$ cat src/hw/rtl/assert_macros.svh
// Assertion macros shared by the RTL of the heatmap local maximum finder.
// Every macro samples on clk and is disabled while rst_n is low.
`ifndef ASSERT_MACROS_SVH
`define ASSERT_MACROS_SVH

// Same-cycle implication: when ante holds, cons must hold in that cycle.
`define ASSERT_IMPLY(lbl, ante, cons, msg) \
  lbl: assert property (@(posedge clk) disable iff (!rst_n) (ante) |-> (cons)) \
    else $error(msg);

// Next-cycle implication: when ante holds, cons must hold in the next cycle.
`define ASSERT_NEXT(lbl, ante, cons, msg) \
  lbl: assert property (@(posedge clk) disable iff (!rst_n) (ante) |=> (cons)) \
    else $error(msg);

`endif

$ cat src/hw/rtl/hmlm_pkg.sv
// Package of the heatmap local maximum finder: default sizes, register codes,
// field widths and the neighbor mask type. No dependencies.
package hmlm_pkg;

  // Default sizes handed to the top level parameters.
  localparam int DEF_MAX_LINE_LENGTH = 64;
  localparam int DEF_MAX_LINES       = 256;
  localparam int DEF_SAMPLE_BITS     = 16;

  // Fixed field and register widths.
  localparam int THR_W      = 16;
  localparam int LCNT_W     = 9;
  localparam int LLEN_W     = 7;
  localparam int CFG_DATA_W = 16;
  localparam int CFG_IDX_W  = 2;
  localparam int PEAK_X_W   = 8;
  localparam int PEAK_Y_W   = 6;

  // Register reset values.
  localparam logic [THR_W-1:0]  THR_RESET  = 16'd0;
  localparam logic [LCNT_W-1:0] LCNT_RESET = 9'd64;
  localparam logic [LLEN_W-1:0] LLEN_RESET = 7'd44;

  // Stored window columns: the candidate center and its left neighbor.
  localparam int WIN_COLS = 2;

  // Configuration register indexes.
  typedef enum logic [CFG_IDX_W-1:0] {
    CFG_THRESHOLD   = 2'd0,
    CFG_LINE_COUNT  = 2'd1,
    CFG_LINE_LENGTH = 2'd2
  } cfg_reg_t;

  // Which neighbors of the center lie inside the frame.
  typedef struct packed {
    logic up;
    logic down;
    logic left;
    logic right;
  } nbr_mask_t;

endpackage

$ cat src/hw/rtl/hmlm_line_buf.sv
// Line buffer of the local maximum finder: holds the two previous lines as
// pairs {older, newer}, one pair per position. Registered read, write bypass.
module hmlm_line_buf #(
  parameter int DEPTH = 64,
  parameter int WIDTH = 32,
  localparam int AW = (DEPTH > 1) ? $clog2(DEPTH) : 1
) (
  input  logic             clk,
  input  logic             rd_en,
  input  logic [AW-1:0]    rd_addr,
  input  logic             wr_en,
  input  logic [AW-1:0]    wr_addr,
  input  logic [WIDTH-1:0] wr_data,
  output logic [WIDTH-1:0] rd_data
);

  logic [WIDTH-1:0] mem [DEPTH];
  logic [WIDTH-1:0] rd_data_r;

  // Write port.
  always_ff @(posedge clk) begin
    if (wr_en) begin
      mem[wr_addr] <= wr_data;
    end
  end

  // Read port; a write to the same position in this cycle is passed through.
  always_ff @(posedge clk) begin
    if (rd_en) begin
      if (wr_en && (wr_addr == rd_addr)) begin
        rd_data_r <= wr_data;
      end else begin
        rd_data_r <= mem[rd_addr];
      end
    end
  end

  assign rd_data = rd_data_r;

endmodule

$ cat src/hw/rtl/hmlm_cell.sv
// One window cell of the local maximum finder: stores a column of three
// samples with its coordinates and a valid flag, and passes it on when shifted.
module hmlm_cell #(
  parameter int COL_W = 1
) (
  input  logic             clk,
  input  logic             rst_n,
  input  logic             shift_en,
  input  logic [COL_W-1:0] col_in,
  input  logic             ok_in,
  output logic [COL_W-1:0] col_out,
  output logic             ok_out
);

  logic [COL_W-1:0] col_r;
  logic             ok_r;

  // The valid flag is control state and is cleared by reset.
  always_ff @(posedge clk) begin
    if (!rst_n) begin
      ok_r <= 1'b0;
    end else if (shift_en) begin
      ok_r <= ok_in;
    end
  end

  // Column payload.
  always_ff @(posedge clk) begin
    if (shift_en) begin
      col_r <= col_in;
    end
  end

  assign col_out = col_r;
  assign ok_out  = ok_r;

endmodule

$ cat src/hw/rtl/hmlm_peak_test.sv
// Neighborhood test of the local maximum finder: compares the center against
// the threshold and its in-frame neighbors. Depends on hmlm_pkg.
module hmlm_peak_test #(
  parameter int SAMPLE_BITS = 16
) (
  input  logic signed [hmlm_pkg::THR_W-1:0] threshold,
  input  logic signed [SAMPLE_BITS-1:0]     cen_mid,
  input  logic signed [SAMPLE_BITS-1:0]     cen_top,
  input  logic signed [SAMPLE_BITS-1:0]     cen_bot,
  input  logic signed [SAMPLE_BITS-1:0]     lft_mid,
  input  logic signed [SAMPLE_BITS-1:0]     lft_top,
  input  logic signed [SAMPLE_BITS-1:0]     lft_bot,
  input  logic signed [SAMPLE_BITS-1:0]     rgt_mid,
  input  logic signed [SAMPLE_BITS-1:0]     rgt_top,
  input  logic signed [SAMPLE_BITS-1:0]     rgt_bot,
  input  hmlm_pkg::nbr_mask_t               nbr,
  input  logic                              cand_ok,
  output logic                              peak
);

  localparam int CmpW = (SAMPLE_BITS > hmlm_pkg::THR_W) ? SAMPLE_BITS : hmlm_pkg::THR_W;

  logic signed [CmpW-1:0] v_ext;
  logic signed [CmpW-1:0] thr_ext;
  logic above;
  logic col_ok;
  logic lft_ok;
  logic rgt_ok;

  assign v_ext   = CmpW'(cen_mid);
  assign thr_ext = CmpW'(threshold);
  assign above   = v_ext > thr_ext;

  // Up and left-column neighbors must be lower, the rest lower or equal.
  assign col_ok = (!nbr.up || (cen_top < cen_mid)) && (!nbr.down || (cen_bot <= cen_mid));

  assign lft_ok = !nbr.left ||
                  ((lft_mid < cen_mid) &&
                   (!nbr.up   || (lft_top < cen_mid)) &&
                   (!nbr.down || (lft_bot < cen_mid)));

  assign rgt_ok = !nbr.right ||
                  ((rgt_mid <= cen_mid) &&
                   (!nbr.up   || (rgt_top <= cen_mid)) &&
                   (!nbr.down || (rgt_bot <= cen_mid)));

  assign peak = cand_ok && above && col_ok && lft_ok && rgt_ok;

endmodule

$ cat src/hw/rtl/heatmap_local_maximum_finder.sv
// A maximum is registered onto out_ as the sample that decides it leaves the second stage.
// That sample is the next one in the following line, or for the last position of a line
// the first sample of the line after next. Throughput: one sample per cycle, as the line
// buffer reads and writes once and the window shifts once; a maximum held at a busy out_ stalls.
// Reset (synchronous, rst_n low) clears counters, valid flags and config registers to defaults;
// the line buffer is not cleared and needs no clearing pass.
`include "assert_macros.svh"

module heatmap_local_maximum_finder #(
  parameter int MAX_LINE_LENGTH = hmlm_pkg::DEF_MAX_LINE_LENGTH,
  parameter int MAX_LINES       = hmlm_pkg::DEF_MAX_LINES,
  parameter int SAMPLE_BITS     = hmlm_pkg::DEF_SAMPLE_BITS,
  localparam int InW  = ((SAMPLE_BITS + 7) / 8) * 8,
  localparam int OutW = ((hmlm_pkg::PEAK_X_W + hmlm_pkg::PEAK_Y_W + 7) / 8) * 8
) (
  input  logic                               clk,
  input  logic                               rst_n,
  // Input requests.
  input  logic                               in_tvalid,
  output logic                               in_tready,
  input  logic [InW-1:0]                     in_tdata,   // sample
  // Result requests.
  output logic                               out_tvalid,
  input  logic                               out_tready,
  output logic [OutW-1:0]                    out_tdata,  // peak_y (high), peak_x (low)
  // Configuration writes.
  input  logic                               cfg_we,
  input  logic [hmlm_pkg::CFG_IDX_W-1:0]     cfg_index,
  input  logic [hmlm_pkg::CFG_DATA_W-1:0]    cfg_wdata
);

  localparam int SB    = SAMPLE_BITS;
  localparam int YW    = (MAX_LINE_LENGTH > 1) ? $clog2(MAX_LINE_LENGTH) : 1;
  localparam int XW    = (MAX_LINES > 1) ? $clog2(MAX_LINES) : 1;
  localparam int ColW  = 3 * SB + XW + YW;
  localparam int OffX  = 3 * SB;
  localparam int OffY  = 3 * SB + XW;
  localparam int PairW = 2 * SB;
  localparam int Cols  = hmlm_pkg::WIN_COLS;

  // Configuration registers.
  logic signed [hmlm_pkg::THR_W-1:0] threshold_r;
  logic [hmlm_pkg::LCNT_W-1:0]       line_count_r;
  logic [hmlm_pkg::LLEN_W-1:0]       line_length_r;

  always_ff @(posedge clk) begin
    if (!rst_n) begin
      threshold_r   <= hmlm_pkg::THR_RESET;
      line_count_r  <= hmlm_pkg::LCNT_RESET;
      line_length_r <= hmlm_pkg::LLEN_RESET;
    end else if (cfg_we) begin
      unique case (hmlm_pkg::cfg_reg_t'(cfg_index))
        hmlm_pkg::CFG_THRESHOLD:   threshold_r   <= cfg_wdata[hmlm_pkg::THR_W-1:0];
        hmlm_pkg::CFG_LINE_COUNT:  line_count_r  <= cfg_wdata[hmlm_pkg::LCNT_W-1:0];
        hmlm_pkg::CFG_LINE_LENGTH: line_length_r <= cfg_wdata[hmlm_pkg::LLEN_W-1:0];
        default: ;
      endcase
    end
  end

  // Effective frame extents: zero acts as one, large values clamp to the maximum.
  logic [XW:0] eff_n;
  logic [YW:0] eff_len;

  always_comb begin
    if (line_count_r == '0) begin
      eff_n = (XW+1)'(1);
    end else if (32'(line_count_r) > MAX_LINES) begin
      eff_n = (XW+1)'(MAX_LINES);
    end else begin
      eff_n = (XW+1)'(line_count_r);
    end
    if (line_length_r == '0) begin
      eff_len = (YW+1)'(1);
    end else if (32'(line_length_r) > MAX_LINE_LENGTH) begin
      eff_len = (YW+1)'(MAX_LINE_LENGTH);
    end else begin
      eff_len = (YW+1)'(line_length_r);
    end
  end

  // Handshake of the two stages.
  logic in_fire;
  logic b_fire;
  logic b_valid_r;
  logic peak;
  logic out_tvalid_r;

  assign in_fire   = in_tvalid && in_tready;
  assign b_fire    = b_valid_r && (!peak || !out_tvalid_r || out_tready);
  assign in_tready = !b_valid_r || b_fire;

  // Position counters of the next sample.
  logic [XW-1:0] line_idx_r, line_idx_nxt;
  logic [YW-1:0] samp_idx_r, samp_idx_nxt;
  logic          primed_r, primed_nxt;
  logic          y_last;
  logic          x_last;
  logic          x_over;
  logic [XW-1:0] new_col_x;
  logic          new_ok;

  assign y_last    = ({1'b0, samp_idx_r} + (YW+1)'(1)) >= eff_len;
  assign x_last    = ({1'b0, line_idx_r} + (XW+1)'(1)) >= eff_n;
  assign x_over    = {1'b0, line_idx_r} >= eff_n;
  assign new_col_x = (line_idx_r != '0) ? line_idx_r - XW'(1) : XW'(eff_n - (XW+1)'(1));
  assign new_ok    = (line_idx_r != '0) || primed_r;

  always_comb begin
    samp_idx_nxt = samp_idx_r;
    line_idx_nxt = line_idx_r;
    primed_nxt   = primed_r;
    if (in_fire) begin
      if (y_last) begin
        samp_idx_nxt = '0;
        primed_nxt   = 1'b1;
        line_idx_nxt = x_last ? '0 : line_idx_r + XW'(1);
      end else begin
        samp_idx_nxt = samp_idx_r + YW'(1);
        if (x_over) begin
          line_idx_nxt = '0;
        end
      end
    end
  end

  always_ff @(posedge clk) begin
    if (!rst_n) begin
      samp_idx_r <= '0;
      line_idx_r <= '0;
      primed_r   <= 1'b0;
    end else begin
      samp_idx_r <= samp_idx_nxt;
      line_idx_r <= line_idx_nxt;
      primed_r   <= primed_nxt;
    end
  end

  // Second stage: the accepted sample waits here for its line buffer column.
  logic signed [SB-1:0] b_sample_r;
  logic [XW-1:0]        b_x_r;
  logic [YW-1:0]        b_y_r;
  logic                 b_ok_r;

  always_ff @(posedge clk) begin
    if (!rst_n) begin
      b_valid_r <= 1'b0;
    end else if (in_fire) begin
      b_valid_r <= 1'b1;
    end else if (b_fire) begin
      b_valid_r <= 1'b0;
    end
  end

  always_ff @(posedge clk) begin
    if (in_fire) begin
      b_sample_r <= in_tdata[SB-1:0];
      b_x_r      <= new_col_x;
      b_y_r      <= samp_idx_r;
      b_ok_r     <= new_ok;
    end
  end

  // Line buffer: read on accept, rotate {older, newer} when the column moves on.
  logic [PairW-1:0]     rd_pair;
  logic signed [SB-1:0] rd_older;
  logic signed [SB-1:0] rd_newer;

  assign rd_older = rd_pair[PairW-1:SB];
  assign rd_newer = rd_pair[SB-1:0];

  hmlm_line_buf #(
    .DEPTH (MAX_LINE_LENGTH),
    .WIDTH (PairW)
  ) u_line_buf (
    .clk     (clk),
    .rd_en   (in_fire),
    .rd_addr (samp_idx_r),
    .wr_en   (b_fire),
    .wr_addr (b_y_r),
    .wr_data ({rd_newer, b_sample_r}),
    .rd_data (rd_pair)
  );

  // Window chain: the new column enters, the first cell holds the center candidate
  // and the second its left neighbor.
  logic [ColW-1:0] col_chain [Cols+1];
  logic [Cols:0]   ok_chain;

  assign col_chain[0] = {b_y_r, b_x_r, b_sample_r, rd_newer, rd_older};
  assign ok_chain[0]  = b_ok_r;

  for (genvar i = 0; i < Cols; i++) begin : g_win
    hmlm_cell #(
      .COL_W (ColW)
    ) u_cell (
      .clk      (clk),
      .rst_n    (rst_n),
      .shift_en (b_fire),
      .col_in   (col_chain[i]),
      .ok_in    (ok_chain[i]),
      .col_out  (col_chain[i+1]),
      .ok_out   (ok_chain[i+1])
    );
  end

  // Unpack center and left columns.
  logic signed [SB-1:0] cen_top, cen_mid, cen_bot;
  logic signed [SB-1:0] lft_top, lft_mid, lft_bot;
  logic [XW-1:0]        cen_x;
  logic [YW-1:0]        cen_y;

  assign cen_top = col_chain[1][SB-1:0];
  assign cen_mid = col_chain[1][2*SB-1:SB];
  assign cen_bot = col_chain[1][3*SB-1:2*SB];
  assign cen_x   = col_chain[1][OffX+XW-1:OffX];
  assign cen_y   = col_chain[1][OffY+YW-1:OffY];
  assign lft_top = col_chain[2][SB-1:0];
  assign lft_mid = col_chain[2][2*SB-1:SB];
  assign lft_bot = col_chain[2][3*SB-1:2*SB];

  // Neighbors inside the frame; the right column exists only within a line.
  hmlm_pkg::nbr_mask_t nbr;

  assign nbr.up    = cen_x != '0;
  assign nbr.down  = ({1'b0, cen_x} + (XW+1)'(1)) < eff_n;
  assign nbr.left  = cen_y != '0;
  assign nbr.right = (b_y_r != '0) && (({1'b0, cen_y} + (YW+1)'(1)) < eff_len);

  hmlm_peak_test #(
    .SAMPLE_BITS (SB)
  ) u_peak_test (
    .threshold (threshold_r),
    .cen_mid   (cen_mid),
    .cen_top   (cen_top),
    .cen_bot   (cen_bot),
    .lft_mid   (lft_mid),
    .lft_top   (lft_top),
    .lft_bot   (lft_bot),
    .rgt_mid   (rd_newer),
    .rgt_top   (rd_older),
    .rgt_bot   (b_sample_r),
    .nbr       (nbr),
    .cand_ok   (ok_chain[1]),
    .peak      (peak)
  );

  // Output register.
  logic [hmlm_pkg::PEAK_X_W+hmlm_pkg::PEAK_Y_W-1:0] out_data_r;

  always_ff @(posedge clk) begin
    if (!rst_n) begin
      out_tvalid_r <= 1'b0;
    end else if (b_fire && peak) begin
      out_tvalid_r <= 1'b1;
    end else if (out_tready) begin
      out_tvalid_r <= 1'b0;
    end
  end

  always_ff @(posedge clk) begin
    if (b_fire && peak) begin
      out_data_r <= {hmlm_pkg::PEAK_Y_W'(cen_y), hmlm_pkg::PEAK_X_W'(cen_x)};
    end
  end

  assign out_tvalid = out_tvalid_r;
  assign out_tdata  = OutW'(out_data_r);

  // An accepted sample always occupies the second stage in the next cycle.
  `ASSERT_NEXT(a_accept_fills_stage, in_fire, b_valid_r, "accepted sample was lost")
  // The window chain moves each valid flag one cell along on every shift.
  `ASSERT_NEXT(a_chain_shift, b_fire, ok_chain[2] == $past(ok_chain[1]), "window did not shift")
  // A new result appears only after a peak was found in a moving stage.
  `ASSERT_IMPLY(a_result_source, $rose(out_tvalid_r), $past(b_fire && peak), "spurious result")

endmodule
$ cat config.mk
export PLATFORM = sky130hd
export DESIGN_NAME = heatmap_local_maximum_finder
export DESIGN_NICKNAME = d
export VERILOG_FILES = /design/src/hw/rtl/hmlm_pkg.sv /design/src/hw/rtl/hmlm_line_buf.sv /design/src/hw/rtl/hmlm_cell.sv /design/src/hw/rtl/hmlm_peak_test.sv /design/src/hw/rtl/heatmap_local_maximum_finder.sv
export VERILOG_INCLUDE_DIRS = /design/src /design/src/hw/rtl
export SDC_FILE = /design/constraint.sdc
export NUM_CORES = 2
export LEC_CHECK = 0
export BUFFER_PORTS_ARGS = -buffer_cell sky130_fd_sc_hd__buf_2
export CAP_MARGIN = 40
export CORE_MARGIN = 3
export CORE_UTILIZATION = 25
export CTS_CLUSTER_DIAMETER = 120
export CTS_CLUSTER_SIZE = 40
export DETAILED_ROUTE_END_ITERATION = 12
export GPL_TIMING_DRIVEN = 0
export PLACE_DENSITY_LB_ADDON = 0.12
export SLEW_MARGIN = 0
export SYNTH_ARGS = -nofsm -noshare
export SYNTH_HDL_FRONTEND = slang
export SYNTH_SLANG_ARGS = --single-unit
export TNS_END_PERCENT = 20
$ cat constraint.sdc
create_clock -name clk -period 7.4 [get_ports clk]
set_clock_uncertainty 0.15 [all_clocks]
set_input_delay 1.48 -clock clk [delete_from_list [all_inputs] [get_ports clk]]
set_output_delay 1.48 -clock clk [all_outputs]
set_load 0.005 [all_outputs]
==> results.tsv <==
stage	metric	value	unit
global_routing	met3 Use GR	1.887	%
final_layout	most frequent cells in the layout	2235 x edfxtp_1, 672 x mux4_2, 185 x ha_1	
clock_tree	CTS tree	built	
setup_path	Setup crit end kind	flop	
floorplan	DIE WIDTH	608.2	um
floorplan	Ports	57	
final_layout	most common cell after layout, fill and taps aside	edfxtp_1	
timing	# setup viols final	0	
route	DR vias	42760	
power_and_ir_drop	Worst VDD drop	171.4	uV
setup_path	depth of the most critical reg-to-reg path	14	
timing	setup TNS	0	ns
hold_path	Worst Hold Launch	b_x_r[2]	
floorplan	Initial Util	25.18	%
setup_path	worst r2r src	u_line_buf.rd_data[14]	
global_routing	pin count of the biggest net entering global routing	65	
clock_tree	Max Buffers Root-to-Sink	4	
route	drt wl/cell	30.62	um
route	1st-iter DRT viols	4121	
setup_path	required time of the worst setup path	7.78	ns
setup_path	Top delay family on crit path	buffers and inverters	
hold_path	Hold Path Depth	0	
hold_path	Hold Crit Class	flop to flop	
final_layout	layout overhead on the synthesized area	18.02	%
setup_path	Setup CP Type	flop to flop	
global_routing	total gr overflow	0	
logic_synthesis	number of distinct library cells after synthesis	77	
route	Residual DRC	0	
place	Placer Congestion	0.7512	
setup_path	reg-to-reg setup timing slack	0.22	ns
timing	Max-slew headroom	38.11	%
logic_synthesis	yosys warns	0	
place	Port Buffers	53	
setup_path	CP Cell Sequence	buf_16 -> ha_1 -> nand4_1 -> a2111oi_0 -> nor3_2 -> xnor2_1 -> o32ai_1 -> buf_2 -> o41a_1 -> buf_6 -> buf_16 -> nand3b_1 -> nor2_4 -> buf_12	
clock_tree	CTS Root Cell	clkbuf_16	
setup_path	CP max FO	64	
floorplan	Core ar.	0.3600	mm2
timing	RSZ-0062 raised after global routing	true	
route	vias per inst	4.575	
setup_path	FF-to-FF End	u_line_buf.mem[4][9]	
logic_synthesis	syn avg cell area	22.47	um2
global_routing	grt peak-use layer	met2	
timing	Worst Tran Pin Value	0.9283	ns
setup_path	crit path DAT	7.56	ns
hold_path	Min-Delay Endpoint	g_win[0].u_cell.col_out[50]	
floorplan	FP Rows	220	
timing	Tcrit/Tclk final	97.02	%
floorplan	Die Area	0.3699	mm2
job	max cap viols	0	
setup_path	crit path buf inv count	5	
power_and_ir_drop	LEAKAGE	32.40	nW
clock_tree	H-tree levels	3	
clock_tree	Hold Buf Count CTS	0	
logic_synthesis	Top FF cell, synth	edfxtp_1	
place	detailed placement HPWL	210400	um
global_routing	first-pass GRT wire length	390000	um
route	first-pass detailed-route iteration total	6	
clock_tree	Worst-path clk slew	0.15	ns
global_routing	routing usage on met2	25.41	%
timing	worst setup margin	0.2209	ns
route	antenna-violating nets left	0	
clock_tree	clock sink count	2285	
logic_synthesis	async set or reset register ratio after synthesis	0	%
timing	max frequency	0.1393	GHz
power_and_ir_drop	total power	23.58	mW
setup_path	critical path's largest stage delay	0.84	ns
setup_path	CP startpoint kind	flop	
global_routing	vias in the first global route	43880	
route	Total Wirelength	286300	um
power_and_ir_drop	pwr dens	220.4	mW/mm2
logic_synthesis	#FFs+latches synth	2285	
floorplan	Die Ht	608.2	um
timing	worst hold slack	0.2835	ns
clock_tree	total CTS buffers	87	
global_routing	initial antenna violation count	33	
setup_path	Worst path slowest cell	nor2_4	
global_routing	M1 GR Usage	21.39	%
logic_synthesis	Mapped Cells	4035	
clock_tree	clk_lat worst skew	0.90	ns
timing	Max Slew Vio Count	0	
final_layout	final layout net count	4732	
final_layout	final core occ	29.71	%
logic_synthesis	Post-synth EDFFs	2235	
timing	Hold Fails Final Rpt	0	
setup_path	most used cell, CP	buf_16	
logic_synthesis	Post-Syn Area	0.09065	mm2
global_routing	GRT Resource Usage Total	15.21	%
timing	Tmin final	7.179	ns
final_layout	share of layout cells above drive strength 1	30.02	%
place	Setup WS pre-CTS	0.07907	ns
logic_synthesis	sequential-to-total area share from yosys stat	75.14	%
status	run status	finished clean	
power breakdown:
part / switching [mW] / internal [mW] / total (mW)
combinational: 1.22 / 0.876 / 2.10
clock: 4.44 / 2.59 / 7.03
sequential: 0.104 / 14.4 / 14.5
total: 5.77 / 17.8 / 23.6
sequential cells by signal, indices dropped and copies added (netlist names), 8 cells and up:
| register | flops |
|---|---|
| line_idx_r | 8 |
| g_win.u_cell.col_out | 110 |
| u_line_buf.mem | 2048 |
| b_sample_r | 16 |
| threshold_r | 16 |
| line_count_r | 9 |
| out_data_r | 14 |
| u_line_buf.rd_data | 32 |
| b_x_r | 8 |
cell usage after synthesis, types with 3 or more instances:
cell,count,area [um2]
edfxtp_1,2235,67110
mux4_2,672,15130
ha_1,185,2315
nor2_1,121,454.2
clkbuf_1,94,352.8
nand2_1,84,315.3
a21oi_1,70,350.3
buf_1,52,195.2
inv_1,52,195.2
dfxtp_1,50,1001
nand3_1,35,175.2
buf_2,33,165.2
o21ai_0,31,155.2
mux2_4,30,450.4
nand4_1,28,175.2
a21o_1,18,135.1
mux2i_1,18,180.2
xnor2_1,15,131.4
xor2_1,15,131.4
a211oi_1,13,97.59
nand3b_1,12,90.09
nor2b_1,12,75.07
nor3_1,11,55.05
and3_1,9,56.30
nand2b_1,9,56.30
a22o_1,8,70.07
o211ai_1,8,60.06
nor4_1,7,43.79
o31ai_1,7,52.55
a211o_1,6,52.55
buf_6,6,67.56
a31oi_1,5,31.28
and4_1,5,43.79
or2_2,5,31.28
o21ai_1,4,20.02
o22ai_1,4,25.02
inv_2,3,11.26
mux2_2,3,33.78
nor3b_1,3,22.52
o32ai_1,3,26.28
or3_1,3,18.77
or3b_2,3,26.28
repair_timing:
action                     4_1_cts  5_1_grt
buffers inserted                 0       18
resized for setup                0        0
setup endpoints to repair        0      682
cell families (layout without fill, tap and decap cells):
logic type      Yosys count  after routing  synth area share (%)
simple gates            364            364                 1.965
other cells               1             14              0.004137
fa+ha+maj               186            186                 2.566
buf+inv                 242            769                 1.106
xor+xnor                 30             30                0.2899
compound gates          203            203                 1.489
mux                     724            724                 17.44
flops                  2285           2285                 75.14
routing by layer:
metal / up-vias / wire length, um
met5: - / 0
met1: 23760 / 129600
met3: 162 / 12280
met4: 0 / 4951
li1: 17970 / -
met2: 877 / 139500
how the worst max path moves through the flow:
stage                                 from                endpoint  cells after the start
floorplan            u_line_buf.rd_data[0]   u_line_buf.mem[35][0]                     12
global placement     u_line_buf.rd_data[0]  u_line_buf.mem[12][14]                     12
detailed placement  u_line_buf.rd_data[14]  u_line_buf.mem[25][12]                     14
CTS                 u_line_buf.rd_data[14]  u_line_buf.mem[25][12]                     14
global route        u_line_buf.rd_data[14]   u_line_buf.mem[4][10]                     14
finish              u_line_buf.rd_data[14]    u_line_buf.mem[4][9]                     14
stage by stage:
stage / instance area (um2) / cells
6_report: 107000 / 9348
2_1_floorplan: 90660 / 4036
4_1_cts: 106700 / 9316
3_5_place_dp: 103600 / 9172
3_3_place_gp: 96890 / 8862
5_1_grt: 107000 / 9338
layout make-up:
class / count / area, um2
fillers: 34830 / 253100
clock buffers: 89 / 2216
flip-flops and latches: 2285 / 68120
multi-input cells: 1509 / 22020
inverters: 55 / 209.0
plain buffers: 187 / 815.8
repair buffers: 383 / 6721
diodes: 12 / 30.03
clock inverters: 55 / 885.9
well taps: 4773 / 5972
Note: power is estimated with default switching activity, not from simulation.
